<file path="config.mk">
export PLATFORM = sky130hd
export DESIGN_NAME = prc_mul
export DESIGN_NICKNAME = d
export VERILOG_FILES = /design/src/design/prc_pkg.sv /design/src/design/prc_mul.sv
export SDC_FILE = /design/constraint.sdc
export NUM_CORES = 2
export LEC_CHECK = 0
export ABC_AREA = 1
export BUFFER_PORTS_ARGS = -buffer_cell sky130_fd_sc_hd__buf_4
export CELL_PAD_IN_SITES_DETAIL_PLACEMENT = 0
export CELL_PAD_IN_SITES_GLOBAL_PLACEMENT = 1
export CORE_MARGIN = 2
export CORE_UTILIZATION = 50
export DETAILED_ROUTE_END_ITERATION = 10
export PLACE_DENSITY = 0.95
export SYNTH_ARGS = -nofsm -noshare
export SYNTH_HDL_FRONTEND = slang
export SYNTH_SLANG_ARGS = --single-unit
</file>
<file path="constraint.sdc">
create_clock -name clk_i -period 9.6 [get_ports clk_i]
set_clock_uncertainty 0.15 [all_clocks]
set_input_delay 1.44 -clock clk_i [delete_from_list [all_inputs] [get_ports clk_i]]
set_output_delay 1.44 -clock clk_i [all_outputs]
set_load 0.1 [all_outputs]
</file>
<file path="src/design/prc_pkg.sv">
// Shared types, constants and the quarter-wave sine table for the PR control step.
// Used by prc_mul, prc_div and inverter_pr_control_step_core; depends on nothing.
package prc_pkg;

  localparam int SINE_TABLE_BITS = 10;
  localparam int QB              = SINE_TABLE_BITS - 2;
  localparam int QUARTER         = 1 << QB;
  localparam int PWM_PERIOD      = 4199;
  localparam int SAMPLE_WIDTH    = 16;
  localparam int SAMPLE_SHIFT    = 31 - SAMPLE_WIDTH;
  localparam int MUL_W           = 33;
  localparam int PROD_W          = 2 * MUL_W;
  localparam int DRIVE_LIMIT     = 14746;
  localparam int Q14_ONE         = 16384;
  localparam int Q_NUM_W         = 32;
  localparam int DEN_W           = 17;

  localparam longint unsigned K1 = 64'd1686629713;
  localparam longint unsigned K3 = 64'd693598668;
  localparam longint unsigned K5 = 64'd85569306;
  localparam longint unsigned K7 = 64'd5026995;
  localparam longint unsigned K9 = 64'd172272;

  typedef enum logic [1:0] {
    MODE_OPEN,
    MODE_VOLT,
    MODE_CURR,
    MODE_CASCADE
  } loop_mode_e;

  typedef enum logic [2:0] {
    CFG_LOOP_MODE,
    CFG_RES_COEFS,
    CFG_VOLT_GAINS,
    CFG_CURR_GAINS,
    CFG_PHASE_STEP,
    CFG_AMP_TARGET,
    CFG_RAMP,
    CFG_LOAD_G
  } cfg_idx_e;

  typedef enum logic [4:0] {
    ST_IDLE,
    ST_PREP,
    ST_MREF,
    ST_REF,
    ST_MG,
    ST_GREF,
    ST_P1,
    ST_P2,
    ST_P3,
    ST_P4,
    ST_P5,
    ST_DIVS,
    ST_DIVW,
    ST_CA,
    ST_CB,
    ST_DONE
  } seq_state_e;

  typedef logic [14:0] qtab_t [0:QUARTER];

  // Q15 magnitude of sin(pi/2 * zr / QUARTER), 9th order odd polynomial in Q30.
  function automatic logic [14:0] sine_mag(int unsigned zr);
    longint unsigned z;
    longint unsigned z2;
    longint unsigned p;
    longint unsigned v;
    z  = longint'(zr) << (30 - QB);
    z2 = (z * z) >> 30;
    p  = K7 - ((z2 * K9) >> 30);
    p  = K5 - ((z2 * p) >> 30);
    p  = K3 - ((z2 * p) >> 30);
    p  = K1 - ((z2 * p) >> 30);
    v  = (((z * p) >> 30) + 64'd16384) >> 15;
    if (v > 64'd32767) begin
      v = 64'd32767;
    end
    return v[14:0];
  endfunction

  function automatic qtab_t build_qtab();
    qtab_t t;
    for (int k = 0; k <= QUARTER; k++) begin
      t[k] = sine_mag(k);
    end
    return t;
  endfunction

  localparam qtab_t QTAB = build_qtab();

endpackage

</file>
<file path="src/design/prc_mul.sv">
// Shared signed multiplier with a registered product.
// Depends on prc_pkg for the operand width.
module prc_mul (
  input  logic                               clk_i,
  input  logic signed [prc_pkg::MUL_W-1:0]   a_i,
  input  logic signed [prc_pkg::MUL_W-1:0]   b_i,
  output logic signed [prc_pkg::PROD_W-1:0]  p_o
);

  logic signed [prc_pkg::PROD_W-1:0] p_q;

  always_ff @(posedge clk_i) begin
    p_q <= prc_pkg::PROD_W'(a_i) * prc_pkg::PROD_W'(b_i);
  end

  assign p_o = p_q;

endmodule

</file>
# Word-level counts from Yosys, hierarchy flattened
# Index checks and enable logic that the tools add are counted.
# totals
latch_bits,0
output_inout_bits,66
input_bits,67
regBits,66
n_memories,0
mem_bits_ro,0
word_cells,2
ram_bits,0
# classes
multipliers,1
magnitude_cmp,0
add_sub_neg,0
n_shift,0
n_div,0
n_bitwise,0
eq_ne,0
mux,0
reduce_logical,0
# op_table
op,n
33-bit by 33-bit multiplier with 66-bit output,1

# Longest topological paths before layout
# logic_depth
word_depth,1
depth_mapped,34
mapped_depth_nobuf,32

# Worst setup path after synthesis
# No wires, ideal clock.
# synth_path
path_type,input -> register
from,in a_i[32] (netlist name)
to,"reg p_q, in the netlist p_o[60]"
required_time_ns,9.337
t_arrival_ns,8.083
path_buffers,2
slack_ns,1.254
setup_ns,0.113
stages,23
path_cell_list,clkbuf_1 > clkbuf_1 > nand2_1 > inv_1 > fa_1 > fa_1 > fa_1 > fa_1 > inv_1 > fa_1 > fa_1 > fa_1 > fa_1 > inv_1 > ha_1 > nand2_1 > nor2_1 > inv_1 > nor3_1 > nand2_1 > and2_0 > nand4_1 > nand2_1
# synth_via
elab_chain_len,1
# synth_rtl
item,line_no,rtl
from (decl),prc_mul.sv:5,"input logic signed [prc_pkg::MUL_W-1:0] a_i,"
33-bit by 33-bit multiplier with 66-bit output,prc_mul.sv:13,p_q <= prc_pkg::PROD_W'(a_i) * prc_pkg::PROD_W'(b_i);
to (signal assigned),prc_mul.sv:13,
to (decl),prc_mul.sv:10,logic signed [prc_pkg::PROD_W-1:0] p_q;
# Every way passes these cells.

# Worst setup path in the final report
# layout_path
from,in b_i[9] (netlist name)
to,"reg p_q, in the netlist p_o[64]"
# layout_via
elab_chain_len,1
# layout_rtl
item,line_no,rtl
from (decl),prc_mul.sv:6,"input logic signed [prc_pkg::MUL_W-1:0] b_i,"
33-bit by 33-bit multiplier with 66-bit output,prc_mul.sv:13,
# Every way passes these cells.

==> impl_metrics.env <==
export IMPL_yosysSeqAreaShare_pct=3.06
export IMPL_drt_iter0_drc=2316
export IMPL_min_path_cells=3
export IMPL_initial_utilization_pct=50.5
export IMPL_critPathLaunchType="input port"
export IMPL_clock_tree_root_cell="clkbuf_16"
export IMPL_antenna_found_initial=6
export IMPL_synth_area_top_cells="fa_1, inv_1, nand2_1"
export IMPL_grt_overflow=0
export IMPL_cpLargestDelayFamily="adder cells"
export IMPL_final_core_utilization_pct=52.7
export IMPL_synth_flop_cell="dfxtp_1"
export IMPL_min_from="b_i[0]"
export IMPL_dr_pass1_iters=6
export IMPL_timing_fmax_mhz=116
export IMPL_vias=33011
export IMPL_maxCapViolations=0
export IMPL_ios=133
export IMPL_setup_viol=0
export IMPL_grt_use_total_pct=27.9
export IMPL_synth_enable_flop_cells=0
export IMPL_tightest_slew_ps=1090
export IMPL_crit_top_cell="fa_1"
export IMPL_grt_max_degree=34
export IMPL_worst_setup_path_type="input port to flop"
export IMPL_die_h_um=298
export IMPL_hold_violations=0
export IMPL_ant_nets=0
export IMPL_yosysTopAreaCellShare_pct=53.1
export IMPL_synth_fp_nets=6972
export IMPL_syn2layout_area_growth_pct=4.17
export IMPL_drv_slew=0
export IMPL_maxSlewHeadroom_pct=27.4
export IMPL_core_sq_mm=0.0854
export IMPL_hold_end="p_o[0]$_DFF_P_"
export IMPL_slowest_stage="fa_1"
export IMPL_critPathRequiredTime_ps=9680
export IMPL_ctsResizeCount=0
export IMPL_critPathCaptureType="flop"
export IMPL_numClockSinks=66
export IMPL_hp_class="input port to flop"
export IMPL_drc=0
export IMPL_fin_tns_setup_ps=0
export IMPL_period_needed_ps=8620
export IMPL_yosys_top_cells_count="inv_1, nand2_1, fa_1"
export IMPL_cts_setup_buffers=0
export IMPL_async_flop_share_pct=0
export IMPL_path_buf_inv=4
export IMPL_cts_tree="built"
export IMPL_grt_pass1_vias=36866
export IMPL_rows=107
export IMPL_die_x_um=298
export IMPL_synth_cell_area_sq_mm=0.0432
export IMPL_dp_hpwl_um=97100
export IMPL_final_nets=6857
export IMPL_final_layout_size_suffix_gt1_share_pct=3.94
export IMPL_place_congestion=0.985
export IMPL_path_clk_slew_ps=70
export IMPL_synth_area_per_cell_sq_um=7.79
export IMPL_rsz0062_at_grt="false"
export IMPL_synth_seq_cells=66
export IMPL_slowest_delay_ps=960
export IMPL_cp_arrival_ps=8700
export IMPL_path_cells="buf_4 -> nand2_1 -> fa_1 -> fa_1 -> fa_1 -> inv_1 -> fa_1 -> fa_1 -> fa_1 -> fa_1 -> inv_1 -> fa_1 -> inv_1 -> ha_1 -> a21oi_1 -> a21boi_0 -> nand2_1 -> nand2_1 -> nand2_1 -> a21oi_1 -> nand2_1 -> nand2_1 -> nand2_1"
export IMPL_path_max_fanout=33
export IMPL_ys_warn_count=0
export IMPL_htree_levels=3
export IMPL_postRouteWirelength_um=117000
export IMPL_wire_per_inst_um=17.8
export IMPL_yosysMostFrequentCell="inv_1"
export IMPL_fin_crit_sh_pct=89.8
export IMPL_cts_max_path_buffers=2
export IMPL_status="finished, final reports clean"
export IMPL_vias_per_cell=5.02
export IMPL_largest_reg_flops=66
export IMPL_yosysTopAreaCell="fa_1"
export IMPL_cts_made_buffers=9
export IMPL_synthCells=5543
export IMPL_path_depth=23
export IMPL_synth_distinct_cells=35
export IMPL_dieArea_sq_mm=0.0887
export IMPL_grt_pass1_wl_um=195000
export IMPL_postCtsHoldBufs=0
export IMPL_numPortBuffers=132
[cells by family after synthesis]
| group | synth area share, % |
|---|---|
| fa+ha+maj | 59.4 |
| compound gates | 1.38 |
| buf+inv | 18.8 |
| flops | 3.06 |
| simple gates | 16.6 |
| xor+xnor | 0.832 |
[worst max-delay path by stage]
| stage | start | endpoint |
|---|---|---|
| 4_1_cts | a_i[32] | p_o[63]$_DFF_P_ |
| 3_5_place_dp | a_i[32] | p_o[63]$_DFF_P_ |
| 6_report | b_i[9] | p_o[64]$_DFF_P_ |
| 5_1_grt | a_i[32] | p_o[60]$_DFF_P_ |
| 2_1_floorplan | a_i[32] | p_o[60]$_DFF_P_ |
| 3_3_place_gp | a_i[32] | p_o[62]$_DFF_P_ |
[layout by cell type (no fill, tap or decap), types with 2 or more instances in the layout]
cell       instances
xnor2_1            4
nor2_2            20
inv_6              2
nor3_1             7
nor2_1           131
nor4_1             4
nand2_1         1517
xor2_1            37
o21ai_1            3
dfxtp_1           66
nand3_1           70
nor2_4             3
fa_1            1145
ha_1             217
clkinv_4           2
clkbuf_16          9
o21bai_1          14
nand3b_1           3
a21oi_1           61
nand4_1           19
buf_4            137
or2_2              5
bufinv_16          2
nand2_2           17
and2_1             2
a21oi_2            4
a21o_1             2
inv_1           1894
o21ai_0           19
nand3_2            8
[per-layer routing]
| layer | track usage [%] | wire [um] |
|---|---|---|
| met5 | 0 | 65 |
| met4 | 9.67 | 4720 |
| met3 | 3.29 | 7720 |
| met2 | 50.3 | 59700 |
| met1 | 34.5 | 44900 |
[through the flow]
stage | cell area [sq um] | std cells | hold WS (ps) | worst slack [ps]
floorplan | 43200 | 5543 | 1550 | 1250
global placement | 44600 | 6561 | 1790 | 729
detailed placement | 44600 | 6561 | 1790 | 650
CTS | 45000 | 6577 | 1480 | 970
global route | 45000 | 6577 | 1470 | 489
finish | 45000 | 6578 | 1480 | 981
[cell type report]
| type | count | area [sq um] |
|---|---|---|
| clock buffer | 9 | 225 |
| sequential | 66 | 1320 |
| inverter | 1895 | 7110 |
| multi-input combinational | 3319 | 33800 |
| fill | 8112 | 40400 |
| timing repair buffer | 137 | 1030 |
| antenna | 1 | 2.50 |
| tap | 1144 | 1430 |
| clock inverter | 7 | 100 |
[tightest hold or removal path, stage by stage]
cell	delay [ps]
buf_4	230
nand2_1	180
inv_1	50
Power is left out: the tool's default activity adds up to more than one toggle a clock period on the data nets, which glitch-free logic cannot reach.
