File: config.mk
export PLATFORM = sky130hd
export DESIGN_NAME = prc_div
export DESIGN_NICKNAME = d
export VERILOG_FILES = /design/src/design/prc_pkg.sv /design/src/design/prc_div.sv
export SDC_FILE = /design/constraint.sdc
export NUM_CORES = 1
export LEC_CHECK = 0
export BUFFER_PORTS_ARGS = -buffer_cell sky130_fd_sc_hd__buf_2
export CAP_MARGIN = 20
export CORE_MARGIN = 3
export CORE_UTILIZATION = 48
export CTS_BUF_LIST = sky130_fd_sc_hd__clkbuf_8
export DETAILED_ROUTE_END_ITERATION = 8
export HOLD_SLACK_MARGIN = 0.08
export PLACE_DENSITY_LB_ADDON = 0.08
export SLEW_MARGIN = 20
export SYNTH_ARGS = -nofsm -noshare
export SYNTH_HDL_FRONTEND = slang
export SYNTH_SLANG_ARGS = --single-unit
File: constraint.sdc
create_clock -name clk_i -period 2.68 [get_ports clk_i]
set_input_delay 0.268 -clock clk_i [delete_from_list [all_inputs] [get_ports clk_i]]
set_output_delay 0.268 -clock clk_i [all_outputs]
set_load 0.1 [all_outputs]
File: src/design/prc_pkg.sv
// Shared types, constants and the quarter-wave sine table for the PR control step.
// Used by prc_mul, prc_div and inverter_pr_control_step_core; depends on nothing.
package prc_pkg;

  localparam int SINE_TABLE_BITS = 10;
  localparam int QB              = SINE_TABLE_BITS - 2;
  localparam int QUARTER         = 1 << QB;
  localparam int PWM_PERIOD      = 4199;
  localparam int SAMPLE_WIDTH    = 16;
  localparam int SAMPLE_SHIFT    = 31 - SAMPLE_WIDTH;
  localparam int MUL_W           = 33;
  localparam int PROD_W          = 2 * MUL_W;
  localparam int DRIVE_LIMIT     = 14746;
  localparam int Q14_ONE         = 16384;
  localparam int Q_NUM_W         = 32;
  localparam int DEN_W           = 17;

  localparam longint unsigned K1 = 64'd1686629713;
  localparam longint unsigned K3 = 64'd693598668;
  localparam longint unsigned K5 = 64'd85569306;
  localparam longint unsigned K7 = 64'd5026995;
  localparam longint unsigned K9 = 64'd172272;

  typedef enum logic [1:0] {
    MODE_OPEN,
    MODE_VOLT,
    MODE_CURR,
    MODE_CASCADE
  } loop_mode_e;

  typedef enum logic [2:0] {
    CFG_LOOP_MODE,
    CFG_RES_COEFS,
    CFG_VOLT_GAINS,
    CFG_CURR_GAINS,
    CFG_PHASE_STEP,
    CFG_AMP_TARGET,
    CFG_RAMP,
    CFG_LOAD_G
  } cfg_idx_e;

  typedef enum logic [4:0] {
    ST_IDLE,
    ST_PREP,
    ST_MREF,
    ST_REF,
    ST_MG,
    ST_GREF,
    ST_P1,
    ST_P2,
    ST_P3,
    ST_P4,
    ST_P5,
    ST_DIVS,
    ST_DIVW,
    ST_CA,
    ST_CB,
    ST_DONE
  } seq_state_e;

  typedef logic [14:0] qtab_t [0:QUARTER];

  // Q15 magnitude of sin(pi/2 * zr / QUARTER), 9th order odd polynomial in Q30.
  function automatic logic [14:0] sine_mag(int unsigned zr);
    longint unsigned z;
    longint unsigned z2;
    longint unsigned p;
    longint unsigned v;
    z  = longint'(zr) << (30 - QB);
    z2 = (z * z) >> 30;
    p  = K7 - ((z2 * K9) >> 30);
    p  = K5 - ((z2 * p) >> 30);
    p  = K3 - ((z2 * p) >> 30);
    p  = K1 - ((z2 * p) >> 30);
    v  = (((z * p) >> 30) + 64'd16384) >> 15;
    if (v > 64'd32767) begin
      v = 64'd32767;
    end
    return v[14:0];
  endfunction

  function automatic qtab_t build_qtab();
    qtab_t t;
    for (int k = 0; k <= QUARTER; k++) begin
      t[k] = sine_mag(k);
    end
    return t;
  endfunction

  localparam qtab_t QTAB = build_qtab();

endpackage

File: src/design/prc_div.sv
// Restoring unsigned divider, one quotient bit per cycle.
// Depends on prc_pkg for the dividend and divisor widths.
module prc_div (
  input  logic                              clk_i,
  input  logic                              rst_ni,
  input  logic                              start_i,
  input  logic [prc_pkg::Q_NUM_W-1:0]       num_i,
  input  logic [prc_pkg::DEN_W-1:0]         den_i,
  output logic                              done_o,
  output logic [prc_pkg::Q_NUM_W-1:0]       quo_o
);

  localparam int CNT_W = $clog2(prc_pkg::Q_NUM_W);

  logic                            busy_q;
  logic                            done_q;
  logic [CNT_W-1:0]                cnt_q;
  logic [prc_pkg::DEN_W-1:0]       den_q;
  logic [prc_pkg::DEN_W-1:0]       rem_q;
  logic [prc_pkg::Q_NUM_W-1:0]     quo_q;
  logic [prc_pkg::DEN_W:0]         shifted;
  logic                            fits;

  assign shifted = {rem_q, quo_q[prc_pkg::Q_NUM_W-1]};
  assign fits    = shifted >= {1'b0, den_q};

  always_ff @(posedge clk_i or negedge rst_ni) begin
    if (!rst_ni) begin
      busy_q <= 1'b0;
      done_q <= 1'b0;
      cnt_q  <= '0;
    end else begin
      done_q <= 1'b0;
      if (start_i) begin
        busy_q <= 1'b1;
        cnt_q  <= '0;
      end else if (busy_q) begin
        cnt_q <= cnt_q + 1'b1;
        if (cnt_q == CNT_W'(prc_pkg::Q_NUM_W - 1)) begin
          busy_q <= 1'b0;
          done_q <= 1'b1;
        end
      end
    end
  end

  always_ff @(posedge clk_i) begin
    if (start_i) begin
      den_q <= den_i;
      rem_q <= '0;
      quo_q <= num_i;
    end else if (busy_q) begin
      rem_q <= fits ? prc_pkg::DEN_W'(shifted - {1'b0, den_q}) : shifted[prc_pkg::DEN_W-1:0];
      quo_q <= {quo_q[prc_pkg::Q_NUM_W-2:0], fits};
    end
  end

  assign done_o = done_q;
  assign quo_o  = quo_q;

endmodule

### Word level (Yosys, flattened, before mapping)

Cells that the tools add are included.

| word-level totals | value |
|---|---|
| bits in registers | 73 |
| bits in latches | 0 |
| memory bits (writable) | 0 |
| bits in read-only memories | 0 |
| input port bits | 52 |
| output and inout bits | 33 |
| word-level logic and storage cells | 22 |
| memories | 0 |

| operators by class | value |
|---|---|
| $add $sub $neg | 2 |
| $mul | 0 |
| divide/modulo/power cells | 0 |
| magnitude comparators | 1 |
| eq/ne operators | 1 |
| shifts and indexed selects | 0 |
| mux-type cells | 11 |
| bitwise operators | 0 |
| reduce and logical (&&, ||, !) cells | 1 |

Operators by type and width:

| cell | number |
|---|---|
| two-way mux 32 bit | 2 |
| greater-or-equal comparator 18 x 17 -> 1 bit | 1 |
| two-way mux 17 bit | 1 |
| subtractor 17 bit | 1 |
| two-way mux 5 bit | 2 |
| two-way mux 1 bit | 6 |
| adder 5 x 1 -> 5 bit (second input constant) | 1 |
| == test 5 bit (second input constant) | 1 |
| nonzero test 2 bit | 1 |

### Logic depth before layout (Yosys ltp)

Gate-level depths: netlist of the first run.

| logic depth | value |
|---|---|
| depth after elaboration | 4 |
| gate-level depth with buffers | 12 |
| mapped depth without buffers | 11 |

### Worst setup path after synthesis of the first run

No wires, ideal clock.

| timing | value |
|---|---|
| path type | register to register |
| start | reg quo_q, in the netlist quo_o[31] |
| end | reg rem_q[16] (netlist bit) |
| library setup time | 0.155 ns |
| arrival | 2.922 ns |
| data required time | 2.525 ns |
| setup slack | -0.397 ns |
| stages on the path, launching flop included | 13 |
| buffers on the path | 1 |
| period minus slack after synthesis | 3.077 ns |
| path through | edfxtp_1 > inv_1 > ha_1 > inv_1 > fa_1 > a21o_1 > a221oi_2 > a21oi_1 > o2111a_1 > nor2_4 > buf_4 > mux2i_1 > o22ai_1 |

| between the ends | value |
|---|---|
| longest elaborated chain between the ends | 2 |
| elaborated cells on any way between the ends | 3 |
| those cells by class | add/sub: 1; order compare: 1; mux: 1 |

RTL lines:

| what | RTL line | source |
|---|---|---|
| from (decl) | prc_div.sv:20 | `logic [prc_pkg::Q_NUM_W-1:0] quo_q;` |
| from (signal assigned) | prc_div.sv:51 | `quo_q <= num_i;` |
| from (signal assigned) | prc_div.sv:54 | `quo_q <= {quo_q[prc_pkg::Q_NUM_W-2:0], fits};` |
| subtractor 17 bit or greater-or-equal comparator 18 x 17 -> 1 bit (tied branches) | prc_div.sv:53, prc_div.sv:25 |  |
| two-way mux 17 bit * | prc_div.sv:53 | `rem_q <= fits ? prc_pkg::DEN_W'(shifted - {1'b0, den_q}) : shifted[prc_pkg::DEN_W-1:0];` |
| to (signal assigned) | prc_div.sv:53 |  |
| to (decl) | prc_div.sv:19 | `logic [prc_pkg::DEN_W-1:0] rem_q;` |

Mark *: on every way between the ends. The rest lies on a longest branch, timed or not.
A chain may end at the register's enable or synchronous reset.

### Worst setup path after layout of the first run

| timing | value |
|---|---|
| start | reg quo_q, in the netlist quo_o[31] |
| end | reg rem_q[4] (netlist bit) |

The elaborated chain is that of the path after synthesis.

==> metrics.txt, run 1 <==
CTS clock-pin slew for the worst setup and hold paths=roughly 0.070 ns; WL final=around 7800 microns; chip height=between 90 and 100 microns; Critical Path Start Type=flip-flop; sequential-to-total area share from yosys stat=0.5147; Arr. time, crit path=roughly 2.8 ns; worst vdd rail ir drop=587.2 uV; root cell of the clock tree=clkbuf_8; clock tree from TritonCTS=yes; Pre-Repair DR Iteration Count=4; count of cell types in the netlist=between 40 and 50; WL per Instance=14.76 microns; worst-case hold slack=between 0.09 and 0.1 ns; fin cells=approximately 530; final hold violation count=0; number of global-route vias before repair=2759; cell type contributing the most total cell area after synthesis=edfxtp_1; pin slew with the least headroom to its limit=a little over 0.7 ns; number of instances in the placed design=just over 500; buffers added on ports=84; maximum fanout count along the critical path=6; Layout Utilization=0.6169; clock tree skew after final layout=around 0.0085 ns; setup-violating endpoint count in the final report=0; area growth from synthesis to final layout=24.15%; portion of netlist area occupied by mux cells=0.1345; most instantiated library cell after synthesis=edfxtp_1; kind of critical path=flip-flop to flip-flop; unrepaired setup endpoints after global routing=true; H-Tree Level Count=3; residual DRC count=0; I/O pins=85; Netlist Area Pre-Place=between 0.003 and 0.004 sq mm; dominant synthesized flop cell=edfxtp_1; floorplan die area=0.009154 sq mm; synthesized area divided by synthesized cell count=about 12 sq um; largest net degree at the start of global routing=49; num rows=32; Post-Synthesis Cells=329; Final Cycle Share=0.9768; Inserted Clock Buffers=9; post-detailed-route count of antenna-violating nets=0; effective utilization at floorplan=0.4969; placeable core region=~0.0078 sq mm; initial DRC count=a little over 60; shortest clock period the worst path allows after layout=approximately 2.6 ns; vias per inst=about 5.3; maximum buffer depth of the clock tree=2; xor/xnor share of the synthesized area=0.03630; number of enable flip-flop cells after synthesis=between 40 and 50; clock latency of the later-clocked register in the worst-skew pair=between 0.3 and 0.4 ns; max_cap viols=0; post-DP HPWL=5641 microns; vias after detailed routing=around 2800; cells taking the most area after synthesis=edfxtp_1 38%, mux2_2 9.0%, dfxtp_1 8.8%, ha_1 6.2%, dfrtp_1 4.5%; combinational family with the most area after synthesis=multiplexers; CP required=between 2 and 3 ns; first-pass GRT wire length=around 13000 microns; Hold WC Path Type=input port to flip-flop; total of warnings raised by yosys=0; Synth Area in Compound Gates=0.1190; fraction of the mapped netlist area in simple logic gates=0.08655; total power divided by cell area=~940 mW/mm^2; number of antenna violations at the first check in global routing=0; Post-synth top cells=49 x edfxtp_1, 31 x mux2_2, 27 x nor2_1; Critical Path End Type=flip-flop; synthesized flop and latch total=73; area share of the largest cell type after synthesis=0.3812; max_slew headroom=0.5232; layout cells sized above 1=0.3683; Static Leak=around 2.2 nW; net count reported at finish=~500; Clock Sink Count=between 70 and 80; All-Layer GR Usage=0.1774; Final Max Tran Viols=0; Die W=95.68 microns; Synth async-reset ratio=0.09589; synthesized-area fraction occupied by adder cells=0.06677; sum of internal, switching and leakage power=0.004486 W; outcome=finished, final reports clean; GRT Residual Overflow=0; max frequency=around 380 MHz; number of antenna repair diodes=0; last weighted congestion value of the routability-driven placer=~0.84; net count after synthesis=approximately 400; setup TNS after final layout=0 ns
## metal layers
metal,vias to the layer above,share of wire,track usage
met2,71,0.47,0.2745
met3,9,0.065,0.06077
li1,1405,-,-
met5,-,0,0
met1,1343,0.45,0.2346
met4,0,0.013,0.05450
## cell families after synthesis
family,Yosys count
AOI/OAI and AO/OA,66
muxes,48
xor gates and xnor gates,16
DFF,73
buffers and inverters,39
adders and majority gates,20
and+or+nand+nor,67
## final cells by class
type | count | area, sq um
multi-input cells | 217 | 1767
clock buffers | 11 | 151.4
inverters | 24 | 90.09
well taps | 102 | 127.6
repair buffers | 99 | 589.3
clock inverters | 5 | 80.08
flip-flops and latches | 73 | 1987
fillers | 660 | 2975
## power by group
| group | leakage, nW | internal [W] | switching [W] |
|---|---|---|---|
| Sequential | 0.735 | 0.00139 | 0.000123 |
| Combinational | 1.37 | 0.000803 | 0.00119 |
| Clock | 0.117 | 0.000574 | 0.000411 |
## registers in the layout, summed over array words and instances, names as in the netlist
signal and flops:
rem_q 17, quo_o 32, den_q 17, done_o 1, busy_q 1, cnt_q 5
## path summary, 6_finish.rpt
path	from	end	slack (ns)	depth (start not counted)
max in group asynchronous	rst_ni	cnt_q[0]	2.25	2
setup reg to reg	quo_o[31]	rem_q[4]	0.06	12
setup / recovery	quo_o[31]	rem_q[4]	0.06	12
min in group asynchronous	rst_ni	cnt_q[1]	0.28	2
hold reg to reg	rem_q[10]	rem_q[10]	0.48	2
hold / removal	den_i[14]	den_q[14]	0.1	1
## placed cells by master (no fill, tap or decap), types with 3 or more instances in the layout
| cell type | netlist | layout |
|---|---|---|
| a211oi_1 | 11 | 8 |
| a211oi_2 | 0 | 3 |
| a21o_1 | 13 | 13 |
| a21oi_1 | 14 | 14 |
| and4_1 | 3 | 3 |
| buf_2 | 0 | 84 |
| buf_4 | 1 | 7 |
| clkbuf_8 | 0 | 11 |
| dfrtp_1 | 7 | 7 |
| dfxtp_1 | 17 | 17 |
| dlygate4sd3_1 | 0 | 4 |
| edfxtp_1 | 49 | 49 |
| ha_1 | 19 | 18 |
| inv_1 | 24 | 23 |
| mux2_2 | 31 | 31 |
| mux2i_1 | 17 | 14 |
| nand2_1 | 16 | 16 |
| nand2b_1 | 4 | 4 |
| nor2_1 | 27 | 27 |
| nor4b_1 | 3 | 3 |
| o21ai_0 | 10 | 4 |
| o21ai_1 | 1 | 7 |
| xnor2_1 | 10 | 10 |
| xor2_1 | 6 | 6 |
## per-stage QoR
step | area (sq um) | setup WS, ns
floorplan | 3866 | -0.3246
global placement | 4423 | 0.1005
detailed placement | 4423 | 0.01544
CTS | 4664 | 0.005387
global route | 4792 | -0.1105
finish | 4792 | 0.06212
## critical path, cell delays in order (launching register included)
cell and delay (ns):
edfxtp_1 0.40, inv_2 0.09, ha_4 0.13, inv_2 0.03, fa_2 0.34, a21o_1 0.21
a221oi_2 0.25, a21oi_1 0.10, o2111a_2 0.28, nor2_4 0.18, buf_12 0.17, mux2i_2 0.21
a211oi_2 0.09
## repair_timing
action / in CTS / in global routing
hold endpoints to repair: 7 / 3
resized for setup: 0 / 20
hold buffers: 1 / 3
endpoints found under the setup margin: 0 / 18
setup buffers: 0 / 2
Note: power is estimated with default switching activity, not from simulation.
==> inputs of run 2 (changes only) <==
--- a/config.mk
+++ b/config.mk
@@ -11,9 +11,12 @@
 export CORE_UTILIZATION = 48
 export CTS_BUF_LIST = sky130_fd_sc_hd__clkbuf_8
 export DETAILED_ROUTE_END_ITERATION = 8
+export GPL_TIMING_DRIVEN = 0
 export HOLD_SLACK_MARGIN = 0.08
 export PLACE_DENSITY_LB_ADDON = 0.08
+export SETUP_SLACK_MARGIN = 0.2
 export SLEW_MARGIN = 20
 export SYNTH_ARGS = -nofsm -noshare
 export SYNTH_HDL_FRONTEND = slang
 export SYNTH_SLANG_ARGS = --single-unit
+export TNS_END_PERCENT = 50
==> run 2 against run 1 <==
Against the previous run: the flow now finishes with violations (negative setup slack); routed wire length grew 5.8%; clock-buffer cell count decreased by 2; clock power rose by 5%; non-clock buffer count grew 11; sequential cell count did not move; sequential share of layout area grew 0.20 points; register-to-register slack worse by 0.096 ns; critical path type unchanged; critical endpoint is now rem_q[10]; largest power group unchanged.
==> metrics.txt, run 2 (synthesis gave the netlist of run 1 again) <==
outcome=finished, violations left; violated checks=negative setup slack; most common cell after layout, fill and taps aside=buf_2; number of global-route vias before repair=2877 (+4.3%); max_slew headroom=0.5207 (-0.002511); root cell of the clock tree=clkbuf_8; Final Max Tran Viols=0 (unchanged); residual DRC count=0 (unchanged); worst-case hold slack=0.09960 ns (+0.002447 ns); H-Tree Level Count=3 (unchanged); GRT Residual Overflow=0 (unchanged); Hold WC Path Type=input port to flip-flop; switching share of power=0.3833 (about the same); unrepaired setup endpoints after global routing=true; max frequency=368.4 MHz (-3.5%); I/O pins=85 (unchanged); CTS clock-pin slew for the worst setup and hold paths=0.08 ns (about the same); vias per inst=5.251 (-1.4%); net count reported at finish=507 (+2.2%); maximum buffer depth of the clock tree=2 (unchanged); area used by multi-input combinational logic=0.001733 sq mm (-1.9%); fin cells=542 (+2.1%); maximum fanout count along the critical path=10 (+4); layout cells sized above 1=0.3477 (-0.02057); internal power of the cells=0.002760 W (-0.20%); first-pass GRT wire length=13480 microns (+7.5%); combinational share of power=0.434 (-0.009); largest net degree at the start of global routing=34 (-31%); last weighted congestion value of the routability-driven placer=0.8414 (+0.62%); Final Cycle Share=1.013 (+0.03592); area growth from synthesis to final layout=23.57%; num rows=32 (unchanged); post-detailed-route count of antenna-violating nets=0 (unchanged); WL final=8292 microns (+5.8%); effective utilization at floorplan=0.4969 (unchanged); buffers added on ports=84 (unchanged); clock tree from TritonCTS=yes; vias after detailed routing=2846 (+0.64%); clock tree skew after final layout=0.01408 ns (+0.005626 ns); Arr. time, crit path=2.92 ns (+0.09 ns); worst hold stages=1 (unchanged); kind of critical path=flip-flop to flip-flop; number of antenna repair diodes=0 (unchanged); number of antenna violations at the first check in global routing=0 (unchanged); Placement Setup Slack=-0.09960 ns (-0.1150 ns); WL per Instance=15.30 microns (+3.7%); Seq. cell area=0.001987 sq mm (unchanged); Critical Path Start Type=flip-flop; setup-violating endpoint count in the final report=5 (+5); Static Leak=2.241 nW (+0.82%); clock latency of the later-clocked register in the worst-skew pair=0.34 ns (about the same); CP required=2.89 ns (about the same); shortest clock period the worst path allows after layout=2.714 ns (+0.09627 ns); pin slew with the least headroom to its limit=0.7163 ns (+0.003753 ns); worst vdd rail ir drop=621.3 uV (+5.8%); Pre-Repair DR Iteration Count=4 (unchanged); post-DP HPWL=5850 microns (+3.7%); flip-flop count of the largest register, all copies and words added=32 (unchanged); sequential fraction of design power=0.336 (about the same); layout filler cell count=677 (+2.6%); logic depth of the worst register-to-register path=12 (unchanged); placeable core region=0.007767 sq mm (unchanged); Inserted Clock Buffers=9 (unchanged); Clock Sink Count=73 (unchanged); Switching Power=0.001715 W (-0.27%); floorplan die area=0.009154 sq mm (unchanged); Die W=95.68 microns (unchanged); clock share of power=0.230 (+0.011); initial DRC count=102 (+65%); final hold violation count=0 (unchanged); fin worst setup slack=-0.03415 ns (-0.09627 ns); All-Layer GR Usage=0.1920 (+0.01466); total power divided by cell area=938.3 mW/mm^2 (+0.24%); top library cells by usage in the layout, fill and taps aside=84 x buf_2, 49 x edfxtp_1, 31 x mux2_2; Critical Path End Type=flip-flop; number of instances in the placed design=515 (+1.4%); chip height=95.68 microns (unchanged); max_cap viols=0 (unchanged)
-- run 2: worst paths after layout --
| check | start | to | slack, ns |
|---|---|---|---|
| setup / recovery | quo_o[31] | rem_q[10] | -0.03 |
| hold / removal | den_i[6] | den_q[6] | 0.1 |
| setup reg to reg | quo_o[31] | rem_q[10] | -0.03 |
| hold reg to reg | rem_q[13] | rem_q[13] | 0.48 |
| max in group asynchronous | rst_ni | busy_q | 2.24 |
| min in group asynchronous | rst_ni | cnt_q[3] | 0.28 |
-- run 2: layout make-up --
type / instances / share of cell area
flip-flops and latches: 73 / 0.4166
inverters: 24 / 0.01889
clock buffers: 9 / 0.02597
multi-input cells: 217 / 0.3633
repair buffers: 95 / 0.1081
clock inverters: 7 / 0.02361
plain buffers: 15 / 0.01679
well taps: 102 / 0.02676
-- run 2: timing repair --
| action | in CTS | in global routing |
|---|---|---|
| hold buffers | 2 | 0 |
| endpoints found under the setup margin | 18 | 18 |
| gates cloned | 0 | 0 |
| hold endpoints to repair | 8 | 0 |
| pin swaps | 3 | 5 |
| resized for setup | 6 | 8 |
| setup buffers | 9 | 0 |
-- run 2: power by group through the flow --
stage	clock network (W)	logic [W]	registers, W
2_1_floorplan	0	0.00104	0.00194
3_3_place_gp	0	0.00177	0.00152
4_1_cts	0.00106	0.00190	0.00150
3_5_place_dp	0	0.00179	0.00152
5_1_grt	0.00109	0.00210	0.00153
6_report	0.00103	0.00194	0.00150
-- run 2: critical path: stages, from the launching register on --
cell and delay (ns):
edfxtp_1 0.40, inv_2 0.10, ha_4 0.14, inv_2 0.03, fa_2 0.34, a21o_1 0.21
a221oi_2 0.32, a21oi_2 0.10, o2111a_1 0.30, nor2_4 0.14, buf_8 0.17, mux2i_1 0.23
o21ai_0 0.10
-- run 2: through the flow --
stage / util / cell area, sq um / setup TNS [ns] / total power [W]
6_report: 0.6140 / 4770 / -0.09356 / 0.004475
5_1_grt: 0.6140 / 4770 / -2.738 / 0.004716
4_1_cts: 0.6118 / 4752 / 0 / 0.004464
3_5_place_dp: 0.5683 / 4414 / -0.6629 / 0.003317
3_3_place_gp: 0.5683 / 4414 / -9.030 / 0.003284
2_1_floorplan: - / 3866 / -5.284 / 0.002980
-- run 2: per-layer routing --
layer | GRT usage | up-vias | share of wire
li1 | - | 1415 | -
met1 | 0.2356 | 1353 | 0.44
met2 | 0.3283 | 69 | 0.49
met3 | 0.06156 | 9 | 0.062
met4 | 0.04502 | 0 | 0.0088
met5 | 0 | - | 0
==> inputs of run 3 (changes only) <==
--- a/config.mk
+++ b/config.mk
@@ -7,8 +7,10 @@
 export LEC_CHECK = 0
 export BUFFER_PORTS_ARGS = -buffer_cell sky130_fd_sc_hd__buf_2
 export CAP_MARGIN = 20
+export CELL_PAD_IN_SITES_DETAIL_PLACEMENT = 0
+export CELL_PAD_IN_SITES_GLOBAL_PLACEMENT = 1
 export CORE_MARGIN = 3
-export CORE_UTILIZATION = 48
+export CORE_UTILIZATION = 40
 export CTS_BUF_LIST = sky130_fd_sc_hd__clkbuf_8
 export DETAILED_ROUTE_END_ITERATION = 8
 export GPL_TIMING_DRIVEN = 0
==> run 3 against run 2 <==
Against the previous run: the run still ends with negative setup slack left; utilization is 8.5 points lower; clock-buffer cell count unchanged; register-to-register slack lost 0.03 ns; maximum frequency down 1.0%; combinational power up 3%; design area increased by 3.5%; hold slack better by 0.0039 ns; critical path depth stayed put; non-clock buffer count rose by 15; via count up 2.0%; critical path type unchanged; largest cell class unchanged; highest routed layer unchanged.
==> metrics.txt, run 3 (synthesis gave the netlist of run 1 again) <==
clock tree from TritonCTS=yes; area growth from synthesis to final layout=27.94%; placeable core region=0.009328 sq mm (+20%); Pre-Repair DR Iteration Count=4 (unchanged); floorplan die area=0.01086 sq mm (+19%); Static Leak=2.303 nW (+2.8%); clock latency of the later-clocked register in the worst-skew pair=0.35 ns (about the same); total power divided by cell area=887.4 mW/mm^2 (-5.4%); setup TNS after final layout=-0.06465 ns (+0.02892 ns); H-Tree Level Count=3 (unchanged); length of routed met3 wiring=472 microns (-8.9%); last weighted congestion value of the routability-driven placer=0.7564 (-10%); Final Max Tran Viols=0 (unchanged); shortest clock period the worst path allows after layout=2.742 ns (+0.02763 ns); All-Layer GR Usage=0.1721 (-0.01987); violated checks=negative setup slack; vias after detailed routing=2904 (+2.0%); initial DRC count=64 (-37%); max_cap viols=0 (unchanged); Placement Setup Slack=-0.1102 ns (-0.01058 ns); effective utilization at floorplan=0.4138 (-0.08312); residual DRC count=0 (unchanged); worst-case hold slack=0.1035 ns (+0.003873 ns); chip height=104.2 microns (+8.9%); pin slew with the least headroom to its limit=0.8250 ns (+0.1088 ns); CTS clock-pin slew for the worst setup and hold paths=0.09 ns (about the same); num rows=35 (+9.4%); number of instances in the placed design=542 (+5.2%); setup-violating endpoint count in the final report=2 (-3); Die W=104.2 microns (+8.9%); number of antenna repair diodes=0 (unchanged); post-detailed-route count of antenna-violating nets=0 (unchanged); met2 wire len=4074 microns (about the same); first-pass GRT wire length=14950 microns (+11%); WL per Instance=15.20 microns (-0.63%); fin worst setup slack=-0.06178 ns (-0.02763 ns); met1 layer wirelength in the final routing=4160 microns (+15%); final cell area excluding filler cells=0.004938 sq mm (+3.5%); final hold violation count=0 (unchanged); clock tree skew after final layout=0.01079 ns (-0.003284 ns); kind of critical path=flip-flop to flip-flop; Arr. time, crit path=2.96 ns (+0.04 ns); post-DP HPWL=6247 microns (+6.8%); buffers added on ports=84 (unchanged); root cell of the clock tree=clkbuf_8; Hold WC Path Type=input port to flip-flop; net count reported at finish=522 (+3.0%); layout filler cell count=876 (+29%); max frequency=364.7 MHz (-1.0%); WL final=8878 microns (+7.1%); Critical Path End Type=flip-flop; flip-flop count of the largest register, all copies and words added=32 (unchanged); layout cells sized above 1=0.3451 (-0.002672); Inserted Clock Buffers=9 (unchanged); worst vdd rail ir drop=441.0 uV (-29%); I/O pins=85 (unchanged); max layer used=met4; most common cell after layout, fill and taps aside=buf_2; vias per inst=4.973 (-5.3%); maximum fanout count along the critical path=3 (-7); maximum buffer depth of the clock tree=2 (unchanged); fin cells=584 (+7.7%); max_slew headroom=0.4479 (-0.07278); Critical Path Start Type=flip-flop; top library cells by usage in the layout, fill and taps aside=84 x buf_2, 49 x edfxtp_1, 31 x mux2_2; Clock Sink Count=73 (unchanged); unrepaired setup endpoints after global routing=true; CP required=2.89 ns (about the same); largest net degree at the start of global routing=34 (unchanged); GRT Residual Overflow=0 (unchanged); number of global-route vias before repair=2993 (+4.0%); Final Cycle Share=1.023 (+0.01031); number of antenna violations at the first check in global routing=0 (unchanged); area used by multi-input combinational logic=0.001737 sq mm (+0.22%); Seq. cell area=0.001987 sq mm (unchanged); placed instance area=0.004448 sq mm (+0.77%); outcome=finished, violations left
-- run 3: changes by cell type in the layout (fill, tap and decap cells not counted), moves of 2 or more --
cell,change
dlygate4sd3_1,+14
o21ai_0,-3
bufinv_16,-2
o21ai_1,+3
-- run 3: final timing paths --
kind | start | endpoint | slack, ns | cells past startpoint
worst max register to register | quo_o[31] | rem_q[16] | -0.06 | 12
min in group asynchronous | rst_ni | cnt_q[1] | 0.27 | 2
max in group asynchronous | rst_ni | busy_q | 2.25 | 2
worst min register to register | rem_q[2] | rem_q[2] | 0.48 | 2
worst max-delay path | quo_o[31] | rem_q[16] | -0.06 | 12
worst min-delay path | den_i[7] | den_q[7] | 0.10 | 1
-- run 3: report_power, final --
group / switching (W) / internal [W] / leakage [nW] / total (W)
registers: 0.000112 / 0.00139 / 0.735 / 0.00150
clock network: 0.000449 / 0.000431 / 0.101 / 0.000880
logic: 0.00118 / 0.000817 / 1.47 / 0.00200
-- run 3: what timing repair did --
action                                  in CTS  in global routing
pin swaps                                    4                  7
gates cloned                                 1                  0
setup buffers                                6                  3
endpoints found under the hold margin       21                  1
resized for setup                            7                 10
endpoints found under the setup margin      18                 18
hold buffers                                15                  1
-- run 3: metrics by stage --
step | power [W] | util
6_report | 0.004382 | 0.5294
5_1_grt | 0.004672 | 0.5294
4_1_cts | 0.004396 | 0.5243
3_5_place_dp | 0.003331 | 0.4769
3_3_place_gp | 0.003316 | 0.4769
2_1_floorplan | 0.002980 | -
-- run 3: layout make-up --
class | instances | area share
buffer | 15 | 0.01723
clock buffer | 9 | 0.02508
clock inverter | 7 | 0.01419
inverter | 24 | 0.01824
multi-input combinational | 217 | 0.3517
sequential | 73 | 0.4023
tap | 129 | 0.03268
timing repair buffer | 110 | 0.1386
-- run 3: per-layer routing --
| metal | vias up | global-route usage |
|---|---|---|
| met2 | 70 | 0.2744 |
| met1 | 1374 | 0.2232 |
| li1 | 1448 | - |
| met5 | - | 0 |
| met3 | 12 | 0.05214 |
| met4 | 0 | 0.05888 |
-- run 3: worst max-delay path, cell delays in order (launching register included) --
cell	delay (ns)
edfxtp_1	0.40
inv_2	0.10
ha_4	0.14
inv_2	0.03
fa_2	0.34
a21o_1	0.19
buf_4	0.14
a221o_1	0.34
a32o_2	0.30
a221oi_2	0.30
xnor2_1	0.12
mux2i_1	0.13
o22ai_1	0.07
